`config.mk`:
```
export PLATFORM = sky130hd
export DESIGN_NAME = sorted_priority_queue
export DESIGN_NICKNAME = d
export VERILOG_FILES = /design/src/spq_pkg.sv /design/src/spq_ram.sv /design/src/spq_ctrl.sv /design/src/spq_dp.sv /design/src/sorted_priority_queue.sv
export SDC_FILE = /design/constraint.sdc
export NUM_CORES = 1
export LEC_CHECK = 0
export ABC_AREA = 1
export BUFFER_PORTS_ARGS = -buffer_cell sky130_fd_sc_hd__buf_4
export CORE_MARGIN = 10
export CORE_UTILIZATION = 40
export DETAILED_ROUTE_END_ITERATION = 12
export GPL_TIMING_DRIVEN = 0
export PLACE_DENSITY_LB_ADDON = 0.2
export SYNTH_ARGS = -nofsm -noshare
export SYNTH_HDL_FRONTEND = slang
export SYNTH_SLANG_ARGS = --single-unit
```
`constraint.sdc`:
```
create_clock -name clk_i -period 4.5 [get_ports clk_i]
set_input_delay 0.675 -clock clk_i [delete_from_list [all_inputs] [get_ports clk_i]]
set_output_delay 0.675 -clock clk_i [all_outputs]
set_load 0.02 [all_outputs]
```
`src/spq_pkg.sv`:
```
package spq_pkg;

  // Operation codes carried in s_axis_tuser
  localparam logic OP_ENQ = 1'b0;
  localparam logic OP_DEQ = 1'b1;

  // Result status codes
  typedef logic [1:0] status_t;
  localparam status_t STAT_OK    = 2'd0;
  localparam status_t STAT_EMPTY = 2'd1;
  localparam status_t STAT_FULL  = 2'd2;

  // Commands from the controller to the datapath
  typedef struct packed {
    logic    start;        // capture the accepted item, reset the sweep
    logic    op_deq;       // current operation is a dequeue
    logic    run;          // sweep the held entries
    logic    tail;         // write the carried entry behind the last one
    logic    load_result;  // load the output register
    status_t status;       // status of the current operation
  } cmd_t;

  // Status from the datapath to the controller
  typedef struct packed {
    logic empty;  // no entries held
    logic full;   // every slot held
    logic last;   // the entry read back is the last held one
  } sts_t;

endpackage

```
`src/spq_ram.sv`:
```
module spq_ram #(
  parameter int WIDTH = 48,
  parameter int DEPTH = 16
) (
  input  logic                     clk_i,
  input  logic                     we_i,
  input  logic [$clog2(DEPTH)-1:0] waddr_i,
  input  logic [WIDTH-1:0]         wdata_i,
  input  logic                     re_i,
  input  logic [$clog2(DEPTH)-1:0] raddr_i,
  output logic [WIDTH-1:0]         rdata_o
);

  logic [WIDTH-1:0] mem_q [DEPTH];
  logic [WIDTH-1:0] rdata_q;

  // One write and one registered read per cycle
  always_ff @(posedge clk_i) begin
    if (we_i) begin
      mem_q[waddr_i] <= wdata_i;
    end
    if (re_i) begin
      rdata_q <= mem_q[raddr_i];
    end
  end

  assign rdata_o = rdata_q;

endmodule

```
`src/spq_ctrl.sv`:
```
module spq_ctrl
  import spq_pkg::*;
(
  input  logic clk_i,
  input  logic rst_ni,
  input  logic in_valid_i,
  output logic in_ready_o,
  input  logic in_op_i,
  output logic out_valid_o,
  input  logic out_ready_i,
  input  sts_t sts_i,
  output cmd_t cmd_o
);

  localparam logic [1:0] S_IDLE   = 2'd0;
  localparam logic [1:0] S_RUN    = 2'd1;
  localparam logic [1:0] S_TAIL   = 2'd2;
  localparam logic [1:0] S_FINISH = 2'd3;

  logic [1:0] state_q, state_d;
  logic       op_q, op_d;
  status_t    status_q, status_d;
  logic       out_valid_q, out_valid_d;
  logic       accept;
  logic       load;

  assign in_ready_o = (state_q == S_IDLE);
  assign accept     = in_valid_i && in_ready_o;
  assign load       = (state_q == S_FINISH) && (!out_valid_q || out_ready_i);

  // Sequence one operation at a time
  always_comb begin
    state_d  = state_q;
    op_d     = op_q;
    status_d = status_q;
    case (state_q)
      S_IDLE: begin
        if (accept) begin
          op_d     = in_op_i;
          status_d = STAT_OK;
          if (in_op_i == OP_DEQ) begin
            if (sts_i.empty) begin
              status_d = STAT_EMPTY;
              state_d  = S_FINISH;
            end else begin
              state_d = S_RUN;
            end
          end else begin
            if (sts_i.full) begin
              status_d = STAT_FULL;
              state_d  = S_FINISH;
            end else if (sts_i.empty) begin
              state_d = S_TAIL;
            end else begin
              state_d = S_RUN;
            end
          end
        end
      end
      S_RUN: begin
        if (sts_i.last) begin
          state_d = (op_q == OP_DEQ) ? S_FINISH : S_TAIL;
        end
      end
      S_TAIL: begin
        state_d = S_FINISH;
      end
      S_FINISH: begin
        if (load) begin
          state_d = S_IDLE;
        end
      end
      default: begin
        state_d = S_IDLE;
      end
    endcase
  end

  // Hold the result until the transfer completes
  always_comb begin
    out_valid_d = out_valid_q;
    if (load) begin
      out_valid_d = 1'b1;
    end else if (out_ready_i) begin
      out_valid_d = 1'b0;
    end
  end

  always_ff @(posedge clk_i or negedge rst_ni) begin
    if (!rst_ni) begin
      state_q     <= S_IDLE;
      op_q        <= OP_ENQ;
      status_q    <= STAT_OK;
      out_valid_q <= 1'b0;
    end else begin
      state_q     <= state_d;
      op_q        <= op_d;
      status_q    <= status_d;
      out_valid_q <= out_valid_d;
    end
  end

  assign out_valid_o = out_valid_q;

  always_comb begin
    cmd_o.start       = accept;
    cmd_o.op_deq      = (op_q == OP_DEQ);
    cmd_o.run         = (state_q == S_RUN);
    cmd_o.tail        = (state_q == S_TAIL);
    cmd_o.load_result = load;
    cmd_o.status      = status_q;
  end

endmodule

```
`src/spq_dp.sv`:
```
module spq_dp
  import spq_pkg::*;
#(
  parameter int QUEUE_DEPTH = 16,
  parameter int DATA_BITS   = 32
) (
  input  logic        clk_i,
  input  logic        rst_ni,
  input  logic        cfg_we_i,
  input  logic        cfg_wdata_i,
  input  logic [31:0] item_data_i,
  input  logic [15:0] item_priority_i,
  input  cmd_t        cmd_i,
  output sts_t        sts_o,
  output logic [31:0] res_data_o,
  output status_t     res_status_o,
  output logic [4:0]  res_count_o
);

  localparam int AW = $clog2(QUEUE_DEPTH);
  localparam int CW = $clog2(QUEUE_DEPTH + 1);
  localparam int EW = DATA_BITS + 16;

  logic                 mode_q;
  logic [CW-1:0]        count_q;
  logic [CW-1:0]        issue_q;
  logic                 rvalid_q;
  logic                 ins_q;
  logic [AW-1:0]        proc_q;
  logic [EW-1:0]        carry_q;
  logic [DATA_BITS-1:0] out_q;
  logic [31:0]          res_data_q;
  status_t              res_status_q;
  logic [4:0]           res_count_q;

  logic [DATA_BITS+31:0] in_ext;
  logic [DATA_BITS+31:0] out_ext;
  logic [CW+4:0]         count_ext;
  logic [EW-1:0]         new_entry;
  logic [EW-1:0]         rdata;
  logic signed [15:0]    rprio;
  logic signed [15:0]    cprio;
  logic                  ahead;
  logic                  issue_go;
  logic                  last;
  logic                  displace;
  logic                  we;
  logic [AW-1:0]         waddr;
  logic [EW-1:0]         wdata;

  assign in_ext    = {{DATA_BITS{1'b0}}, item_data_i};
  assign new_entry = {item_priority_i, in_ext[DATA_BITS-1:0]};
  assign out_ext   = {32'd0, out_q};
  assign count_ext = {5'd0, count_q};

  // Sweep the held entries from the head, one read per cycle
  assign issue_go = cmd_i.run && (issue_q < count_q);
  assign last     = rvalid_q && (CW'(proc_q) == count_q - CW'(1));

  // Compare the entry read back against the entry still looking for its place
  assign rprio    = $signed(rdata[EW-1:DATA_BITS]);
  assign cprio    = $signed(carry_q[EW-1:DATA_BITS]);
  assign ahead    = mode_q ? (rprio > cprio) : (rprio < cprio);
  assign displace = rvalid_q && !cmd_i.op_deq && (ins_q || !ahead);

  // Drive the memory write port
  always_comb begin
    we    = 1'b0;
    waddr = proc_q;
    wdata = carry_q;
    if (cmd_i.tail) begin
      we    = 1'b1;
      waddr = count_q[AW-1:0];
    end else if (rvalid_q && cmd_i.op_deq) begin
      if (proc_q != '0) begin
        we    = 1'b1;
        waddr = proc_q - AW'(1);
        wdata = rdata;
      end
    end else if (displace) begin
      we = 1'b1;
    end
  end

  spq_ram #(
    .WIDTH (EW),
    .DEPTH (QUEUE_DEPTH)
  ) u_ram (
    .clk_i   (clk_i),
    .we_i    (we),
    .waddr_i (waddr),
    .wdata_i (wdata),
    .re_i    (issue_go),
    .raddr_i (issue_q[AW-1:0]),
    .rdata_o (rdata)
  );

  // Control registers
  always_ff @(posedge clk_i or negedge rst_ni) begin
    if (!rst_ni) begin
      mode_q   <= 1'b0;
      count_q  <= '0;
      issue_q  <= '0;
      rvalid_q <= 1'b0;
      ins_q    <= 1'b0;
    end else begin
      if (cfg_we_i) begin
        mode_q <= cfg_wdata_i;
      end
      if (cmd_i.start) begin
        issue_q  <= '0;
        rvalid_q <= 1'b0;
        ins_q    <= 1'b0;
      end else begin
        rvalid_q <= issue_go;
        if (issue_go) begin
          issue_q <= issue_q + CW'(1);
        end
        if (displace) begin
          ins_q <= 1'b1;
        end
      end
      if (cmd_i.tail) begin
        count_q <= count_q + CW'(1);
      end else if (cmd_i.op_deq && last) begin
        count_q <= count_q - CW'(1);
      end
    end
  end

  // Payload registers
  always_ff @(posedge clk_i) begin
    if (issue_go) begin
      proc_q <= issue_q[AW-1:0];
    end
    if (cmd_i.start) begin
      carry_q <= new_entry;
      out_q   <= '0;
    end else begin
      if (displace) begin
        carry_q <= rdata;
      end
      if (rvalid_q && cmd_i.op_deq && (proc_q == '0)) begin
        out_q <= rdata[DATA_BITS-1:0];
      end
    end
    if (cmd_i.load_result) begin
      res_data_q   <= out_ext[31:0];
      res_status_q <= cmd_i.status;
      res_count_q  <= count_ext[4:0];
    end
  end

  always_comb begin
    sts_o.empty = (count_q == '0);
    sts_o.full  = (count_q == CW'(QUEUE_DEPTH));
    sts_o.last  = last;
  end

  assign res_data_o   = res_data_q;
  assign res_status_o = res_status_q;
  assign res_count_o  = res_count_q;

endmodule

```
`src/sorted_priority_queue.sv`:
```
// Priority queue of up to QUEUE_DEPTH entries held in one memory in sorted
// order, head at slot 0. An operation is a transfer on the slave stream with
// tuser selecting enqueue (0) or dequeue (1); each one returns exactly one
// result on the master stream carrying the dequeued payload (0 when none),
// a status (0 ok, 1 dequeue on empty, 2 enqueue on full) and the entry count
// afterwards. order_mode 0 lets the lowest priority leave first, 1 the
// highest; among equal priorities the newest entry leaves first. Held entries
// are not re-sorted when the mode changes. Operations run one at a time,
// each sweeping the held entries through the memory's read and write
// ports, one entry per cycle; an enqueue into an empty queue skips the
// sweep, and a dequeue on empty or an enqueue on full goes straight to
// its result. The next input transfer is taken the cycle after the result
// is loaded, even if that result still waits to be taken.
module sorted_priority_queue
  import spq_pkg::*;
#(
  parameter int QUEUE_DEPTH = 16,
  parameter int DATA_BITS   = 32
) (
  input  logic        clk_i,
  input  logic        rst_ni,
  input  logic        cfg_we_i,
  input  logic        cfg_wdata_i,    // order_mode
  input  logic        s_axis_tvalid,
  output logic        s_axis_tready,
  input  logic [47:0] s_axis_tdata,   // item_data[31:0], item_priority[47:32]
  input  logic [0:0]  s_axis_tuser,   // op[0]
  output logic        m_axis_tvalid,
  input  logic        m_axis_tready,
  output logic [39:0] m_axis_tdata    // out_data[31:0], status[33:32], entry_count[38:34]
);

  cmd_t        cmd;
  sts_t        sts;
  logic [31:0] res_data;
  status_t     res_status;
  logic [4:0]  res_count;

  spq_ctrl u_ctrl (
    .clk_i       (clk_i),
    .rst_ni      (rst_ni),
    .in_valid_i  (s_axis_tvalid),
    .in_ready_o  (s_axis_tready),
    .in_op_i     (s_axis_tuser[0]),
    .out_valid_o (m_axis_tvalid),
    .out_ready_i (m_axis_tready),
    .sts_i       (sts),
    .cmd_o       (cmd)
  );

  spq_dp #(
    .QUEUE_DEPTH (QUEUE_DEPTH),
    .DATA_BITS   (DATA_BITS)
  ) u_dp (
    .clk_i           (clk_i),
    .rst_ni          (rst_ni),
    .cfg_we_i        (cfg_we_i),
    .cfg_wdata_i     (cfg_wdata_i),
    .item_data_i     (s_axis_tdata[31:0]),
    .item_priority_i (s_axis_tdata[47:32]),
    .cmd_i           (cmd),
    .sts_o           (sts),
    .res_data_o      (res_data),
    .res_status_o    (res_status),
    .res_count_o     (res_count)
  );

  assign m_axis_tdata = {1'b0, res_count, res_status, res_data};

  // Never write behind the last slot
  a_tail_not_full : assert property (@(posedge clk_i) disable iff (!rst_ni)
    cmd.tail |-> !sts.full)
    else $error("tail write with queue full");

  // A full status leaves the queue full
  a_full_status : assert property (@(posedge clk_i) disable iff (!rst_ni)
    (cmd.load_result && cmd.status == STAT_FULL) |-> sts.full)
    else $error("full status reported on a queue that is not full");

  // An empty status leaves the queue empty
  a_empty_status : assert property (@(posedge clk_i) disable iff (!rst_ni)
    (cmd.load_result && cmd.status == STAT_EMPTY) |-> sts.empty)
    else $error("empty status reported on a queue that holds entries");

  // No read data is in flight while a new item can be taken
  a_idle_no_sweep : assert property (@(posedge clk_i) disable iff (!rst_ni)
    s_axis_tready |-> !sts.last && !cmd.run)
    else $error("sweep still active while accepting input");

endmodule
```
# [After elaboration in Yosys (flattened, before gate mapping)]
# Memory sizes are Yosys's and may differ from the RTL's. A register that Yosys moved wholly into a read port is not among the register bits.
# Cells that the tools add are included.
[word_totals] register_bits=142 mem_bits_rw=768 in_bits=55 out_inout_bits=42 word_cells=91 mem_count=1
[classes] add_sub_neg=4 order_cmp=3 eq_ne=8 muxes=36 reduce_logical=24
[mem_list] name="u_dp.u_ram.mem_q" words=16 width=48 rd=1 rd_ports_with_merged_regs=1 write_ports=1 line_no="spq_ram.sv:14" source="logic [WIDTH-1:0] mem_q [DEPTH];"
[ops] cell="2-to-1 mux 48 bit" count=5
[ops] cell="2-to-1 mux 5 bit" count=4
[ops] cell="2-to-1 mux 2 bit" count=9
[ops] cell="> comparator 16 bit" count=1
[ops] cell="< comparator 16 bit" count=1
[ops] cell="2-to-1 mux 1 bit" count=14
[ops] cell="2-to-1 mux 4 bit" count=3
[ops] cell="adder 5 x 1 -> 5 bit, second input constant" count=2
[ops] cell="logical AND 1 bit" count=9
[ops] cell="one-hot mux 2 bit (4 select lines)" count=1
[ops] cell="nonzero test 2 bit" count=4
[ops] cell="equality test 4 x 5 -> 1 bit" count=1
[ops] cell="equality test 5 bit, second input constant" count=1
[ops] cell="logical NOT 5 bit" count=1
[ops] cell="< comparator 5 bit" count=1
[ops] cell="subtractor 5 x 1 -> 5 bit, second input constant" count=1
[ops] cell="equality test 2 bit, second input constant" count=2
[ops] cell="logical NOT 4 bit" count=1
[ops] cell="!= test 2 bit, second input constant" count=2
[ops] cell="nonzero test 4 bit" count=1
[ops] cell="subtractor 4 x 1 -> 4 bit, second input constant" count=1
[ops] cell="logical NOT 1 bit" count=3
[ops] cell="AND reduction 3 bit" count=1
[ops] cell="equality test 2 x 1 -> 1 bit, second input constant" count=1
[ops] cell="other kinds (4)" count=5

# [Logic depth before layout (Yosys ltp)]
# Gate-level depths: netlist (run 1).
[logic_depth] word_depth=10 ltp_mapped=17 depth_no_buf=16

# [Hierarchy]
# A second synthesis (run 1) with hierarchy kept.
[hier_totals] hier_cells=3945 hier_area_um2=41377.2
[by_module_without_submodules] mod="spq_ram" n_inst=1 cells_each=3165 area_per_inst_um2=34469.3 seq_area_each_um2=24503.5
[by_module_without_submodules] mod="spq_dp" n_inst=1 cells_each=720 area_per_inst_um2=6490.0 seq_area_each_um2=3698.5
[by_module_without_submodules] mod="spq_ctrl" n_inst=1 cells_each=58 area_per_inst_um2=406.6 seq_area_each_um2=150.1
[by_module_without_submodules] mod="sorted_priority_queue" n_inst=1 cells_each=2 area_per_inst_um2=11.3 seq_area_each_um2=0.0

# [Worst setup path before layout (run 1)]
# OpenSTA, ideal clock, no wires.
[synth_timing] path_type="register to register" start="register u_dp.proc_q[0]" end="memory u_dp.u_ram.mem_q[13][0] (enable)" setup_time_ps=470 arrival_ps=3977 required_ps=4030 path_slack_ps=53 stages_incl_launch_ff=14 n_path_buf=1 period_less_slack_ps=4447 path_cell_list="edfxtp_1 -> inv_1 -> ha_1 -> inv_1 -> nor2_1 -> nand2_1 -> nand2_1 -> nor2_1 -> buf_6 -> nand2_1 -> o221ai_2 -> nor2_1 -> nand2_1 -> a21oi_1"
[synth_between] elab_chain_len=6 word_cells_on_any_way=10 classes_between="add/sub: 1; mux: 8; reduce/logical: 1"
[synth_lines] item="start: declaration" line_no="spq_dp.sv:29" source="logic [AW-1:0] proc_q;"
[synth_lines] item="start signal: assignment" line_no="spq_dp.sv:134" source="proc_q <= issue_q[AW-1:0];"
[synth_lines] item="branches (longest 6 deep; another with subtractor 4 x 1 -> 4 bit)"
[synth_lines] item="end: declaration" line_no="spq_ram.sv:14"
# Parallel ways; which one is timed is not known.

# [Final worst setup path (run 1)]
[layout_timing] start="register u_dp.u_ram.rdata_q[47], in the netlist u_dp.u_ram.rdata_o[47] (read register of u_dp.u_ram.mem_q)" end="memory u_dp.u_ram.mem_q[4][31] (enable)"
[layout_between] elab_chain_len=10 word_cells_on_any_way=11 classes_between="order compare: 2; mux: 6; reduce/logical: 3"
[layout_lines] item="start: declaration" line_no="spq_ram.sv:15" source="logic [WIDTH-1:0] rdata_q;"
[layout_lines] item="< comparator 16 bit / > comparator 16 bit (equally long branches)" line_no="spq_dp.sv:63" source="assign ahead = mode_q ? (rprio > cprio) : (rprio < cprio);"
[layout_lines] item="2-to-1 mux 1 bit *" line_no="spq_dp.sv:63"
[layout_lines] item="logical NOT 1 bit *" line_no="spq_dp.sv:64" source="assign displace = rvalid_q && !cmd_i.op_deq && (ins_q || !ahead);"
[layout_lines] item="logical OR 1 bit *" line_no="spq_dp.sv:64"
[layout_lines] item="logical AND 1 bit *" line_no="spq_dp.sv:64"
[layout_lines] item="2-to-1 mux 1 bit *" line_no="spq_dp.sv:80" source="end else if (displace) begin"
[layout_lines] item="2-to-1 mux 1 bit *" line_no="spq_dp.sv:74" source="end else if (rvalid_q && cmd_i.op_deq) begin"
[layout_lines] item="2-to-1 mux 1 bit *" line_no="spq_dp.sv:71" source="if (cmd_i.tail) begin"
[layout_lines] item="2-to-1 mux 1 bit *" line_no="spq_ram.sv:19" source="if (we_i) begin"
[layout_lines] item="2-to-1 mux 1 bit (implied by the code) *" line_no="spq_ram.sv:20" source="mem_q[waddr_i] <= wdata_i;"
# Mark *: on every way between the ends. The rest lies on a longest branch, timed or not.

==> impl_summary.md, run 1 <==
Synthesis
The cell area that synthesis handed to floorplanning was 38110 um2. The post-synthesis async set-or-reset flop share is 1.983%. The mean area per synthesized cell is 13.35 um2. The cell taking the most area after synthesis is sky130_fd_sc_hd__edfxtp_1. Measured against the total synthesized area, the mux share comes to 2.078%. The count of synthesis-stage warnings from yosys is 0. After synthesis, the largest family of logic cells by area is simple AND/OR/NAND/NOR gates. The area fraction of the dominant cell type after synthesis is 71.46%. The post-synthesis instance total is 2855.

The share of the Yosys chip area taken by registers is 74.39%. The number of enable flip-flop cells after synthesis is 907. The post-synthesis share of cell area spent on xor and xnor gates is 0.2298%. The most common flop cell mapped by yosys is sky130_fd_sc_hd__edfxtp_1. The distinct cell type count after synthesis is 40.

The synthesized netlist devotes 9.284% of its cell area to compound gates. Sorting the synthesized cells by area gives the leading types as sky130_fd_sc_hd__edfxtp_1 (71%), sky130_fd_sc_hd__nor2_1 (4.4%), sky130_fd_sc_hd__nand2_1 (4.2%). After Yosys synthesis, and, or, nand and nor cells account for 9.993% of the synthesized area. The number of nets handed over by synthesis was 2938. The synthesized netlist devotes 0.9192% of its cell area to adder and majority cells. Synthesis inferred 958 register bits.

Die
The width of the chip is 328.7 um. The floorplan has 113 rows. The die is 328.7 um tall. The starting utilization of the core area is 40.23%. The I/O pin count is 97. The die covers 108000 um2. The core region is 94730 um2.

Routing
The average wire length per cell after detail routing is 25.66 um. In this run the remaining antenna-violating nets after routing total 0. The DRC violation total after the first TritonRoute iteration is 2879.

The number of vias per cell is 5.585. After detailed routing, the number of remaining DRC violations is 0. The count of TritonRoute iterations in the first routing pass is 5. The routed layout has 24840 vias.

After detailed routing, the total wire length is 114100 um.

GRT
The number of global-route vias before repair is 24623. The remaining global-route overflow is 0. The first global-routing pass estimated 166200 um of wire. Across every metal layer, demand over resource in global routing totals 20.77%. The number of antenna violations at the first check in global routing was 1. The maximum number of pins on one net before global-route repair is 36.

Timing
At the pin with the least slew margin, the transition time is 1090 ps. Setup repair after global routing left no endpoint under its margin. The number of hold-slack violations in the final timing report is 0.

The post-route fraction of the period consumed by the critical path is 84.22%. Adding up every negative setup slack in the final design gives 0 ps. The maximum clock rate is 0.2639 GHz.

Setup violations remaining at the end of the flow were counted as 0. Measured against its own limit, the worst slew margin works out to 27.31%. The smallest setup slack after layout is 710.2 ps. The number of slew-limit violations in the final report is 0.

After layout, the minimum clock period comes to 3790 ps. The worst clock skew on the final layout is 29.88 ps.

Placement
Timing analysis after detailed placement gives a worst setup slack of 600.5 ps. The half-perimeter wire length after detailed placement is 77460 um. Once placement completed, the tool counted placed cells totaling 4262. The last weighted congestion value of the routability-driven placer is 0.8092. Port buffering added 95 buffers.

Critical path
The flop-to-flop setup slack is 710 ps. At the worst endpoint, the required time is 4850 ps. STA classifies the critical path endpoint as a register. The worst setup path is of the register to register kind.

The critical path startpoint category is a register. Along the worst path, the maximum fanout reaches 14. The arrival time of the worst setup path is 4140 ps.

Clock network
The cell at the root of the clock tree is sky130_fd_sc_hd__clkbuf_16. The maximum clock insertion buffer count is 3. For this design, the sink count on the clock tree is 958.

Clock-pin slew was measured on the worst setup and hold paths at 60 ps. The CTS tree is done. The clock tree synthesis step divided the H-tree into 3 levels. The clock latency of the later-clocked register in the worst-skew pair is 680 ps. The clock buffer count from CTS is 98. After clock tree synthesis, the setup repair step added 0 buffers.

Layout
The share of post-route cells with drive strength above 1 is 11.84%. From synthesis to final layout, the design area changed by 17.41%. At the end of the flow, the number of nets in the layout was 3183. The final antenna diode count is 0. Leaving out filler cells and counting taps, the final layout contains 4448.

Worst hold path
The tightest min-delay check is of the input port to register type.

Power
The static leakage is 15.09 nW. For this design the ratio of total power to cell area is 695.2 nW/um2. The maximum ir drop on the vdd rail is 0.0002844 V.

Outcome
The run finished with clean final reports.

Job
The total of max-cap violations is 0.
[final timing paths]
path,cells after the start,startpoint,endpoint
max,13,u_dp.u_ram.rdata_o[47]$_DFFE_PP_,u_dp.u_ram.mem_q[4][31]$_DFFE_PP_
min,2,cfg_wdata_i,u_dp.mode_q$_DFFE_PN0P_
max reg2reg,13,u_dp.u_ram.rdata_o[47]$_DFFE_PP_,u_dp.u_ram.mem_q[4][31]$_DFFE_PP_
min reg2reg,0,u_dp.out_q[21]$_SDFFE_PP0P_,u_dp.res_data_o[21]$_DFFE_PP_
max in group asynchronous,2,rst_ni,u_dp.issue_q[3]$_DFFE_PN0P_
min in group asynchronous,2,rst_ni,u_ctrl.state_q[1]$_DFFE_PN0P_
[per-stage QoR]
stage	area (um2)	hold WS [ps]	util [%]	total power [mW]
3_5_place_dp	41490	416.8	43.80	23.05
2_1_floorplan	38110	379.4	-	18.72
4_1_cts	44730	214.7	47.22	31.20
3_3_place_gp	40410	412.6	42.66	22.41
6_report	44750	254.2	47.24	31.11
5_1_grt	44750	249.1	47.24	32.46
[repair_timing]
item,in CTS,in global routing
endpoints found under the setup margin,0,0
hold endpoints to repair,19,0
resized for setup,0,0
hold buffers,1,0
[sequential cells by signal (all words and copies together) (netlist names)]
name and cells:
u_dp.rvalid_q 1, u_dp.u_ram.rdata_o 48, u_ctrl.status_q 2, u_ctrl.state_q 2, u_dp.out_q 32, u_dp.mode_q 1
u_ctrl.op_q 1, u_dp.res_status_o 2, u_dp.ins_q 1, u_dp.carry_q 48, u_dp.u_ram.mem_q 768, u_dp.proc_q 4
u_dp.count_q 5, u_dp.res_data_o 32, u_dp.res_count_o 5, u_ctrl.out_valid_o 1, u_dp.issue_q 5
[area by class of cell]
class                      instances  area, um2
inverter                          86      325.3
clock inverter                    60      618.1
tap                             1265       1583
multi-input combinational       1631       8746
buffer                           180      855.8
fill                            8243      49980
sequential                       958      28350
clock buffer                     123       2618
timing repair buffer             145       1648
[worst max-delay path: stages (launching register included)]
cell and delay [ps]:
sky130_fd_sc_hd__edfxtp_1 430, sky130_fd_sc_hd__ha_1 390, sky130_fd_sc_hd__nand2_1 130, sky130_fd_sc_hd__nor3_2 310, sky130_fd_sc_hd__nand3_1 250, sky130_fd_sc_hd__nand2_1 130, sky130_fd_sc_hd__nand3_1 80, sky130_fd_sc_hd__nand3_1 90
sky130_fd_sc_hd__nand2_2 260, sky130_fd_sc_hd__buf_6 290, sky130_fd_sc_hd__a21oi_4 440, sky130_fd_sc_hd__buf_12 250, sky130_fd_sc_hd__buf_16 190, sky130_fd_sc_hd__buf_16 190
[cells in the final DEF (no fill, tap or decap), drive strengths merged, types with 3 or more instances in the layout]
| master | count |
|---|---|
| a21oi | 60 |
| buf | 207 |
| bufinv | 11 |
| clkbuf | 240 |
| clkinv | 43 |
| clkinvlp | 6 |
| dfrtp | 19 |
| dfxtp | 32 |
| edfxtp | 907 |
| ha | 28 |
| inv | 86 |
| mux2i | 78 |
| nand2 | 428 |
| nand3 | 98 |
| nor2 | 446 |
| o211ai | 21 |
| o21ai | 253 |
| o221ai | 81 |
| o32ai | 115 |
| xnor2 | 3 |
| xor2 | 7 |
[logic make-up after synthesis]
family                     count (synthesis)
adders and majority gates                 28
and+or+nand+nor                          976
other                                      1
xor gates and xnor gates                  10
DFF                                      958
muxes                                     79
buffers and inverters                    266
AOI/OAI and AO/OA                        537
[Yosys cell counts, types with 9 or more instances]
| library cell | n |
|---|---|
| sky130_fd_sc_hd__nand2_1 | 426 |
| sky130_fd_sc_hd__inv_1 | 79 |
| sky130_fd_sc_hd__edfxtp_1 | 907 |
| sky130_fd_sc_hd__nor2_1 | 444 |
| sky130_fd_sc_hd__dfrtp_1 | 19 |
| sky130_fd_sc_hd__buf_6 | 9 |
| sky130_fd_sc_hd__o221ai_1 | 79 |
| sky130_fd_sc_hd__clkbuf_1 | 116 |
| sky130_fd_sc_hd__ha_1 | 28 |
| sky130_fd_sc_hd__mux2i_1 | 78 |
| sky130_fd_sc_hd__a21oi_2 | 9 |
| sky130_fd_sc_hd__dfxtp_1 | 32 |
| sky130_fd_sc_hd__a21oi_1 | 51 |
| sky130_fd_sc_hd__buf_4 | 18 |
| sky130_fd_sc_hd__o32ai_1 | 115 |
| sky130_fd_sc_hd__nand3_1 | 98 |
| sky130_fd_sc_hd__buf_2 | 33 |
| sky130_fd_sc_hd__o21ai_1 | 11 |
| sky130_fd_sc_hd__o211ai_1 | 21 |
| sky130_fd_sc_hd__o21ai_0 | 242 |
[per-layer routing]
| metal | global-route usage [%] | vias to the layer above | routed length [um] |
|---|---|---|---|
| met5 | 0 | - | 0 |
| met3 | 2.980 | 185 | 8697 |
| li1 | - | 11007 | - |
| met2 | 33.86 | 1133 | 54040 |
| met1 | 28.02 | 12515 | 47730 |
| met4 | 7.784 | 0 | 3654 |
[power breakdown]
part	total, mW	switching (mW)	internal (mW)
Clock	8.18	3.42	4.76
Sequential	13.4	0.615	12.8
Combinational	9.49	6.94	2.55
Total	31.1	11.0	20.1
Note: power is estimated with default switching activity, not from simulation.
==> run 2: changes to the inputs <==
--- a/config.mk
+++ b/config.mk
@@ -5,7 +5,7 @@
 export SDC_FILE = /design/constraint.sdc
 export NUM_CORES = 1
 export LEC_CHECK = 0
-export ABC_AREA = 1
+export ABC_AREA = 0
 export BUFFER_PORTS_ARGS = -buffer_cell sky130_fd_sc_hd__buf_4
 export CORE_MARGIN = 10
 export CORE_UTILIZATION = 40
==> constraint.sdc (replaced) <==
create_clock -name clk_i -period 3.3 [get_ports clk_i]
set_input_delay 0.495 -clock clk_i [delete_from_list [all_inputs] [get_ports clk_i]]
set_output_delay 0.495 -clock clk_i [all_outputs]
set_load 0.02 [all_outputs]
==> run 2 against run 1 <==
  * Synthesized area down 2.5%
  * Cell count fell by 22%
  * Critical path depth shrank 3
  * Sequential power increased by 41%
  * Core utilization is 1.4 points higher
  * Non-clock buffer count fell by 31
  * Routed wire length decreased by 15%
  * Hold slack worse by 160 ps
  * First-iteration DRC count shrank 29%
  * Die area shrank 2.4%
  * Synthesized cell count down 36%
  * Final area decreased by 0.13%
  * Largest cell class unchanged
==> impl_summary.md, run 2 <==
Layout
The synthesis-to-layout area growth was 20.27% (was 17.41%). The final antenna diode count is 0 (unchanged). The number of flip-flops under the largest register name was 768 (unchanged). Leading cell types in the layout, fill and taps excluded: sky130_fd_sc_hd__edfxtp_1 (907), sky130_fd_sc_hd__nand2_1 (257), sky130_fd_sc_hd__mux4_2 (240) (was sky130_fd_sc_hd__edfxtp_1 (907), sky130_fd_sc_hd__nor2_1 (444), sky130_fd_sc_hd__nand2_1 (425)). The most common cell after layout, fill and taps aside is sky130_fd_sc_hd__edfxtp_1 (unchanged). The register bank with the most flops was u_dp.u_ram.mem_q (unchanged).

The share of post-route cells with drive strength above 1 is 31.93% (was 11.84%). The final-stage net count is 2216 (was 3183). The post-layout instance area is 44690 um2 (was 44750 um2). The post-route non-filler standard cell count is 3451 (was 4448). The utilization of the core after routing is 48.60% (was 47.24%).

Die
The width of the chip is 324.8 um (was 328.7 um). The starting utilization of the core area is 40.41% (was 40.23%). The area of the core is 91940 um2 (was 94730 um2). The placement row count is 111 (was 113). The die area is 105500 um2 (was 108000 um2).

The height of the die came to 324.8 um (was 328.7 um). The I/O pin count is 97 (unchanged).

Timing
The number of hold-slack violations in the final timing report is 0 (unchanged). The worst clock skew on the final layout is 29.92 ps (was 29.88 ps). The clock period minus worst slack came to 3251 ps (was 3790 ps). The slew of the pin with the lowest slew margin is 1174 ps (was 1090 ps). RSZ-0062 raised after global routing: yes (was no). The setup TNS was 0 ps (unchanged). The worst max-slew margin expressed relative to the limit is 21.72% (was 27.31%). The maximum clock rate came to 0.3076 GHz (was 0.2639 GHz). The number of setup violations in the final report is 0 (unchanged). The minimum hold slack was 89.75 ps (was 254.2 ps). The post-route fraction of the period consumed by the critical path came to 98.51% (was 84.22%). The number of slew-limit violations in the final report is 0 (unchanged).

Clock network
The cell at the root of the clock tree is sky130_fd_sc_hd__clkbuf_16 (unchanged). The CTS tree is done (unchanged). The maximum level of the CTS H-tree is 3 (unchanged). The clock latency of the later-clocked register in the worst-skew pair was 660 ps (was 680 ps). The clock buffer count from CTS is 95 (was 98). The total clock sinks is 958 (unchanged). The maximum clock insertion buffer count was 3 (unchanged).

The clock transition at the register clock pins on the worst setup and hold paths after CTS came to 60 ps (about the same).

Synthesis
The post-synthesis async set-or-reset flop share is 1.983% (unchanged). The post-synthesis instance total is 1833 (was 2855). The count of synthesis-stage warnings from yosys is 0 (unchanged).

Ranking of synthesized cells by area: sky130_fd_sc_hd__edfxtp_1 (73%), sky130_fd_sc_hd__mux4_2 (15%), sky130_fd_sc_hd__nand2_1 (2.6%) (was sky130_fd_sc_hd__edfxtp_1 (71%), sky130_fd_sc_hd__nor2_1 (4.4%), sky130_fd_sc_hd__nand2_1 (4.2%)). The cell taking the most area after synthesis was sky130_fd_sc_hd__edfxtp_1 (unchanged). The combined area of all synthesized cells is 37160 um2 (was 38110 um2). The sequential element share of the synthesized area is 76.31% (was 74.39%). The area fraction of the dominant cell type after synthesis was 73.30% (was 71.46%). The mean area per synthesized cell is 20.27 um2 (was 13.35 um2). The net count after synthesis came to 1916 (was 2938). The number of enable flip-flop cells after synthesis is 907 (unchanged). The register bit total from synthesis was 958 (unchanged). The distinct cell type count after synthesis came to 53 (was 40). The most common flop cell mapped by yosys is sky130_fd_sc_hd__edfxtp_1 (unchanged).

The most instantiated library cell after synthesis is sky130_fd_sc_hd__edfxtp_1 (unchanged). Top cells by instance count after synthesis: sky130_fd_sc_hd__edfxtp_1 (907), sky130_fd_sc_hd__nand2_1 (258), sky130_fd_sc_hd__mux4_2 (240), sky130_fd_sc_hd__clkbuf_1 (69), sky130_fd_sc_hd__a21oi_1 (59) (was sky130_fd_sc_hd__edfxtp_1 (907), sky130_fd_sc_hd__nor2_1 (444), sky130_fd_sc_hd__nand2_1 (426), sky130_fd_sc_hd__o21ai_0 (242), sky130_fd_sc_hd__clkbuf_1 (116)).

Critical path
The arrival time of the worst setup path came to 3540 ps (was 4140 ps). The worst endpoint required time is 3590 ps (was 4850 ps). The sort of element at the end of the critical path was a register (unchanged).

The critical path startpoint category is a register (unchanged). The critical path start-end classification was register to register (unchanged). The peak fanout along the critical path is 24 (was 14).

Routing
The average wire length per cell after detail routing is 28.15 um (was 25.66 um). The number of remaining DRC errors is 0 (unchanged). The number of vias per cell is 5.467 (was 5.585). The count of TritonRoute iterations in the first routing pass is 5 (unchanged). The wire length reported by the detailed router is 97160 um (was 114100 um). The DRC violation total after the first TritonRoute iteration is 2039 (was 2879). The remaining antenna violation count after routing is 0 (unchanged). The total number of vias was 18866 (was 24840).

Power
The part of the power in registers is 44.5% (was 43.2%). The power per unit of standard cell area came to 949.0 nW/um2 (was 695.2 nW/um2). The combinational share of power is 30.6% (was 30.5%). The static leakage was 14.55 nW (was 15.09 nW). The internal power consumption is 29.00 mW (was 20.13 mW). The net switching power figure came to 13.40 mW (was 10.98 mW). The maximum ir drop on the vdd rail is 0.0004998 V (was 0.0002844 V). The switching part of the total was 31.61% (was 35.28%). The clock share of power is 24.9% (was 26.3%).

Placement
The count of buffers from port buffering is 95 (unchanged). The last weighted congestion value of the routability-driven placer is 0.7705 (was 0.8092). The area after detailed placement is 40790 um2 (was 41490 um2). The half-perimeter wire length after detailed placement is 59840 um (was 77460 um). The total placed cells including tap cells is 3220 (was 4262).

GRT
The overall global routing resource usage was 18.04% (was 20.77%). The maximum number of pins on one net before global-route repair is 49 (was 36). The wire length of the first global-routing pass is 138800 um (was 166200 um). The number of global-route vias before repair came to 19671 (was 24623). The number of antenna violations at the first check in global routing was 1 (unchanged).

The remaining global-route overflow came to 0 (unchanged).

Worst hold path
The path type of the worst min-delay path is input port to register (unchanged).

Outcome
Result of the run: completed (unchanged).

Job
The total of max-cap violations was 0 (unchanged).
run 2: cell types whose count changed in the layout (fill, tap and decap cells not counted), moves of 49 or more:
| cell | previous run | this run |
|---|---|---|
| sky130_fd_sc_hd__mux4_2 | 0 | 240 |
| sky130_fd_sc_hd__nand2_1 | 425 | 257 |
| sky130_fd_sc_hd__o221ai_1 | 79 | 1 |
| sky130_fd_sc_hd__nor2_1 | 444 | 14 |
| sky130_fd_sc_hd__o32ai_1 | 115 | 1 |
| sky130_fd_sc_hd__clkbuf_1 | 135 | 67 |
| sky130_fd_sc_hd__inv_1 | 79 | 30 |
| sky130_fd_sc_hd__nand3_1 | 98 | 8 |
| sky130_fd_sc_hd__o21ai_0 | 228 | 9 |
| sky130_fd_sc_hd__mux2i_1 | 78 | 3 |
run 2: per-stage QoR:
stage / power (mW) / worst slack [ps]
finish: 42.41 / 49.14
global route: 44.29 / -57.10
CTS: 42.53 / 2.572
detailed placement: 31.60 / -820.6
global placement: 30.22 / -1802
floorplan: 26.52 / -109.6
run 2: kinds of logic (layout without fill, tap and decap cells):
logic type               after synthesis  count (layout)  synth area share, %
other                                  1               1              0.01009
AND/OR/NAND/NOR                      321             322                3.654
flip-flops                           958             958                76.31
adder cells (fa/ha/maj)               28              28               0.9429
multiplexers                         280             280                15.76
XOR/XNOR                              13              13               0.3064
buffers and inverters                123             497                1.344
AO/OA/AOI/OAI                        109             109                1.680
run 2: power groups by stage:
stage	combinational, mW	clock [mW]	sequential (mW)
2_1_floorplan	7.60	0	18.9
3_3_place_gp	11.2	0	19.0
3_5_place_dp	12.5	0	19.1
4_1_cts	12.9	10.8	18.9
5_1_grt	14.0	11.3	19.1
6_report	13.0	10.6	18.9
run 2: metal layers:
| layer | global-route usage [%] | routed length [um] |
|---|---|---|
| met5 | 0 | 0 |
| met4 | 3.852 | 1386 |
| met3 | 2.720 | 6227 |
| met1 | 25.39 | 41970 |
| met2 | 29.61 | 47580 |
run 2: cell type report:
cell class | instances | area [um2]
Timing Repair Buffer | 202 | 2549
Tap cell | 1243 | 1555
Clock buffer | 121 | 2546
Fill cell | 7546 | 47250
Sequential cell | 958 | 28350
Buffer | 92 | 446.7
Inverter | 31 | 118.9
Multi-Input combinational cell | 753 | 8637
Clock inverter | 51 | 481.7
run 2: path summary, 6_finish.rpt:
kind                                                  start                      endpoint  slack, ps  cells after the start
max                        u_dp.u_ram.rdata_o[33]$_DFFE_PP_    u_dp.carry_q[15]$_DFFE_PP_         50                     10
min                                         s_axis_tdata[3]     u_dp.carry_q[3]$_DFFE_PP_         90                      3
max reg2reg                u_dp.u_ram.rdata_o[33]$_DFFE_PP_    u_dp.carry_q[15]$_DFFE_PP_         50                     10
min reg2reg                      u_dp.out_q[6]$_SDFFE_PP0P_  u_dp.res_data_o[6]$_DFFE_PP_        430                      0
max in group asynchronous                            rst_ni   u_dp.issue_q[3]$_DFFE_PN0P_       2820                      2
min in group asynchronous                            rst_ni   u_dp.count_q[0]$_DFFE_PN0P_        260                      2
run 2: critical path, cell delays in order, from the launching register on:
cell and delay [ps]:
sky130_fd_sc_hd__edfxtp_1 420, sky130_fd_sc_hd__ha_1 340, sky130_fd_sc_hd__nor2b_1 140, sky130_fd_sc_hd__o211ai_1 490
sky130_fd_sc_hd__a211oi_4 160, sky130_fd_sc_hd__nor3b_2 300, sky130_fd_sc_hd__mux2i_4 290, sky130_fd_sc_hd__buf_12 160
sky130_fd_sc_hd__clkbuf_16 180, sky130_fd_sc_hd__buf_4 140, sky130_fd_sc_hd__nand2_8 180
run 2: repair_timing:
| action | in CTS | in global routing |
|---|---|---|
| cloned | 0 | 5 |
| setup endpoints to repair | 1577 | 376 |
| buffers inserted | 37 | 16 |
| hold buffers | 1 | 0 |
| pin swaps | 16 | 6 |
| gates resized for setup | 36 | 46 |
| hold endpoints to repair | 19 | 0 |
==> run 3: changes to the inputs <==
--- a/config.mk
+++ b/config.mk
@@ -6,10 +6,10 @@
 export NUM_CORES = 1
 export LEC_CHECK = 0
 export ABC_AREA = 0
-export BUFFER_PORTS_ARGS = -buffer_cell sky130_fd_sc_hd__buf_4
 export CORE_MARGIN = 10
 export CORE_UTILIZATION = 40
 export DETAILED_ROUTE_END_ITERATION = 12
+export DONT_BUFFER_PORTS = 1
 export GPL_TIMING_DRIVEN = 0
 export PLACE_DENSITY_LB_ADDON = 0.2
 export SYNTH_ARGS = -nofsm -noshare
==> run 3 against run 2 <==
  * Setup slack worse by 13 ps
  * Global-route usage about the same
  * Routed wire length down 0.88%
  * Hold slack worse by 54 ps
  * Cell count down 1.1%
  * Maximum frequency down 0.38%
  * First-iteration DRC count up 2.5%
  * Combinational power about the same
  * Total power up 1.2%
  * Die area unchanged
  * Critical endpoint is now u_dp.u_ram.mem_q[11][30]$_DFFE_PP_
  * Highest routed layer is now met5
==> impl_summary.md, run 3 (synthesis results as in run 2) <==
Outcome
Result of the run: completed (unchanged).

Timing
The post-route fraction of the period consumed by the critical path is 98.89% (was 98.51%). RSZ-0062 raised after global routing: yes (unchanged). The slew of the pin with the lowest slew margin is 1264 ps (was 1174 ps). The clock period minus worst slack is 3263 ps (was 3251 ps). The number of hold-slack violations in the final timing report was 0 (unchanged). The maximum clock rate is 0.3064 GHz (was 0.3076 GHz). The setup TNS is 0 ps (unchanged). The worst clock skew on the final layout is 27.38 ps (was 29.92 ps). The worst max-slew margin expressed relative to the limit came to 15.75% (was 21.72%). The number of slew-limit violations in the final report is 0 (unchanged). The number of setup violations in the final report is 0 (unchanged).

Critical path
The flop-to-flop setup slack is 40 ps (was 50 ps). The number of buffer and inverter stages on the critical path is 5 (was 3). The critical path startpoint category is a register (unchanged).

The peak fanout along the critical path is 11 (was 24). The arrival time of the worst setup path is 3630 ps (was 3540 ps). The largest stage delay on the critical path is 460 ps (was 490 ps).

The critical path start-end classification is register to register (unchanged). The worst reg2reg path endpoint is u_dp.u_ram.mem_q[11][30]$_DFFE_PP_ (was u_dp.carry_q[15]$_DFFE_PP_). Worst path cell trace: ha_1 -> nor2b_1 -> o211ai_1 -> a211oi_4 -> buf_4 -> nor3_4 -> nor3_4 -> buf_4 -> a21oi_4 -> clkbuf_16 -> buf_16 -> buf_16 (was ha_1 -> nor2b_1 -> o211ai_1 -> a211oi_4 -> nor3b_2 -> mux2i_4 -> buf_12 -> clkbuf_16 -> buf_4 -> nand2_8). The critical path's top delay family is buffers and inverters (was compound AO/OA/AOI/OAI gates). The worst endpoint required time is 3660 ps (was 3590 ps). The sort of element at the end of the critical path is a register (unchanged). The slowest cell on the critical path was sky130_fd_sc_hd__o211ai_1 (unchanged). The reg-to-reg critical path startpoint is u_dp.u_ram.rdata_o[33]$_DFFE_PP_ (unchanged). The length in cells of the worst reg-to-reg path is 12 (was 10).

Power
The power per unit of standard cell area is 960.3 nW/um2 (was 949.0 nW/um2). The static leakage is 14.42 nW (was 14.55 nW). The maximum ir drop on the vdd rail is 0.0004312 V (was 0.0004998 V). The total power is 42.92 mW (was 42.41 mW).

Job
The total of max-cap violations is 0 (unchanged).

Clock network
The clock latency of the later-clocked register in the worst-skew pair is 670 ps (was 660 ps). The clock transition at the register clock pins on the worst setup and hold paths after CTS came to 60 ps (about the same). The maximum clock insertion buffer count is 3 (unchanged). The cell at the root of the clock tree is sky130_fd_sc_hd__clkbuf_16 (unchanged). The maximum level of the CTS H-tree is 3 (unchanged).

The CTS tree is done (unchanged). The clock buffer count from CTS came to 97 (was 95). The total clock sinks is 958 (unchanged).

Layout
The post-layout instance area is 44700 um2 (was 44690 um2). The share of post-route cells with drive strength above 1 came to 29.33% (was 31.93%). The synthesis-to-layout area growth is 20.29% (was 20.27%). Leading cell types in the layout, fill and taps excluded: sky130_fd_sc_hd__edfxtp_1 (907), sky130_fd_sc_hd__nand2_1 (256), sky130_fd_sc_hd__mux4_2 (240) (was sky130_fd_sc_hd__edfxtp_1 (907), sky130_fd_sc_hd__nand2_1 (257), sky130_fd_sc_hd__mux4_2 (240)). The register bank with the most flops is u_dp.u_ram.mem_q (unchanged).

The number of flip-flops under the largest register name is 768 (unchanged). The final-stage net count is 2163 (was 2216). The number of fillers in the final layout came to 7530 (was 7546). The most common cell after layout, fill and taps aside was sky130_fd_sc_hd__edfxtp_1 (unchanged).

Die
The height of the die is 324.8 um (unchanged). The placement row count is 111 (unchanged). The die area is 105500 um2 (unchanged). The width of the chip was 324.8 um (unchanged).

The I/O pin count is 97 (unchanged). The starting utilization of the core area is 40.41% (unchanged). The area of the core is 91940 um2 (unchanged).

Placement
The half-perimeter wire length after detailed placement is 60980 um (was 59840 um). The last weighted congestion value of the routability-driven placer is 0.7546 (was 0.7705). The count of buffers from port buffering is 0 (was 95). The area after detailed placement is 40250 um2 (was 40790 um2).

GRT
The overall global routing resource usage is 17.99% (was 18.04%). The maximum number of pins on one net before global-route repair was 38 (was 49). The wire length of the first global-routing pass is 138000 um (was 138800 um). The remaining global-route overflow was 0 (unchanged). The number of global-route vias before repair is 19022 (was 19671).

The number of antenna violations at the first check in global routing is 9 (was 1).

Routing
The remaining antenna violation count after routing is 0 (unchanged). The total number of vias is 18836 (was 18866). The number of vias per cell is 5.521 (was 5.467). The DRC violation total after the first TritonRoute iteration came to 2089 (was 2039). The average wire length per cell after detail routing is 28.23 um (was 28.15 um). The number of remaining DRC errors is 0 (unchanged).

The wire length reported by the detailed router is 96310 um (was 97160 um). The count of TritonRoute iterations in the first routing pass is 5 (unchanged).

Worst hold path
The hold-critical path endpoint was u_dp.carry_q[16]$_DFFE_PP_ (was u_dp.carry_q[3]$_DFFE_PP_). The worst hold path startpoint was s_axis_tdata[16] (was s_axis_tdata[3]). The hold-critical path depth is 2 (was 3). The path type of the worst min-delay path was input port to register (unchanged).
-- run 3: worst reg2reg max path, stage by stage (launching register included) --
cell and delay, ps:
sky130_fd_sc_hd__edfxtp_1 440, sky130_fd_sc_hd__ha_1 320, sky130_fd_sc_hd__nor2b_1 140, sky130_fd_sc_hd__o211ai_1 460, sky130_fd_sc_hd__a211oi_4 160, sky130_fd_sc_hd__buf_4 180
sky130_fd_sc_hd__nor3_4 260, sky130_fd_sc_hd__nor3_4 90, sky130_fd_sc_hd__buf_4 180, sky130_fd_sc_hd__a21oi_4 230, sky130_fd_sc_hd__clkbuf_16 190, sky130_fd_sc_hd__buf_16 160
sky130_fd_sc_hd__buf_16 180
-- run 3: power breakdown --
part	internal, mW	switching, mW	leakage, nW
registers	18.0	1.01	8.74
clock network	6.57	4.62	1.61
logic	4.92	7.80	4.07
-- run 3: layer usage --
layer  track usage (%)  part of all wire [%]  routed length, um
met3             3.558                   7.4               7140
met1             25.18                    43              41010
met4             4.579                   1.9               1826
met5                 0                 0.063                 61
met2             28.73                    48              46270
-- run 3: final cells by class --
class	instances	area (um2)	share of cell area (%)
Timing Repair Buffer	148	2273	5.086
Clock inverter	46	483.0	1.081
Sequential cell	958	28350	63.43
Tap cell	1243	1555	3.480
Buffer	91	435.4	0.9742
Clock buffer	138	2806	6.279
Inverter	31	118.9	0.2659
Multi-Input combinational cell	753	8661	19.38
Antenna cell	4	10.01	0.02240
-- run 3: per-stage QoR --
step | utilization, % | cells | hold slack [ps] | setup WS [ps]
floorplan | - | 1833 | 199.4 | -109.6
global placement | 42.38 | 3076 | 200.7 | -1890
detailed placement | 43.78 | 3128 | 200.6 | -1002
CTS | 48.24 | 3385 | 0.08721 | -131.1
global route | 48.61 | 3410 | 16.61 | -27.80
finish | 48.61 | 3412 | 36.11 | 36.60
-- run 3: repair_timing --
action | in CTS | in global routing
gates resized for setup | 37 | 22
cloned | 1 | 2
hold buffers | 33 | 0
hold endpoints to repair | 52 | 0
endpoints found under the setup margin | 1585 | 420
setup buffers | 40 | 22
pin swaps | 21 | 9
-- run 3: worst max path at each step --
stage | depth (start not counted) | to | slack [ps] | startpoint
after floorplan | 8 | u_dp.u_ram.mem_q[10][0]$_DFFE_PP_ | -110 | u_dp.u_ram.rdata_o[47]$_DFFE_PP_
after global placement | 8 | u_dp.u_ram.mem_q[9][22]$_DFFE_PP_ | -1890 | u_dp.u_ram.rdata_o[38]$_DFFE_PP_
after detailed placement | 7 | u_dp.carry_q[17]$_DFFE_PP_ | -1000 | u_ctrl.state_q[1]$_DFFE_PN0P_
after CTS | 6 | u_dp.u_ram.mem_q[13][44]$_DFFE_PP_ | -130 | u_dp.proc_q[0]$_DFFE_PP_
after global routing | 12 | u_dp.u_ram.mem_q[10][22]$_DFFE_PP_ | -30 | u_dp.u_ram.rdata_o[46]$_DFFE_PP_
final | 12 | u_dp.u_ram.mem_q[11][30]$_DFFE_PP_ | 40 | u_dp.u_ram.rdata_o[33]$_DFFE_PP_
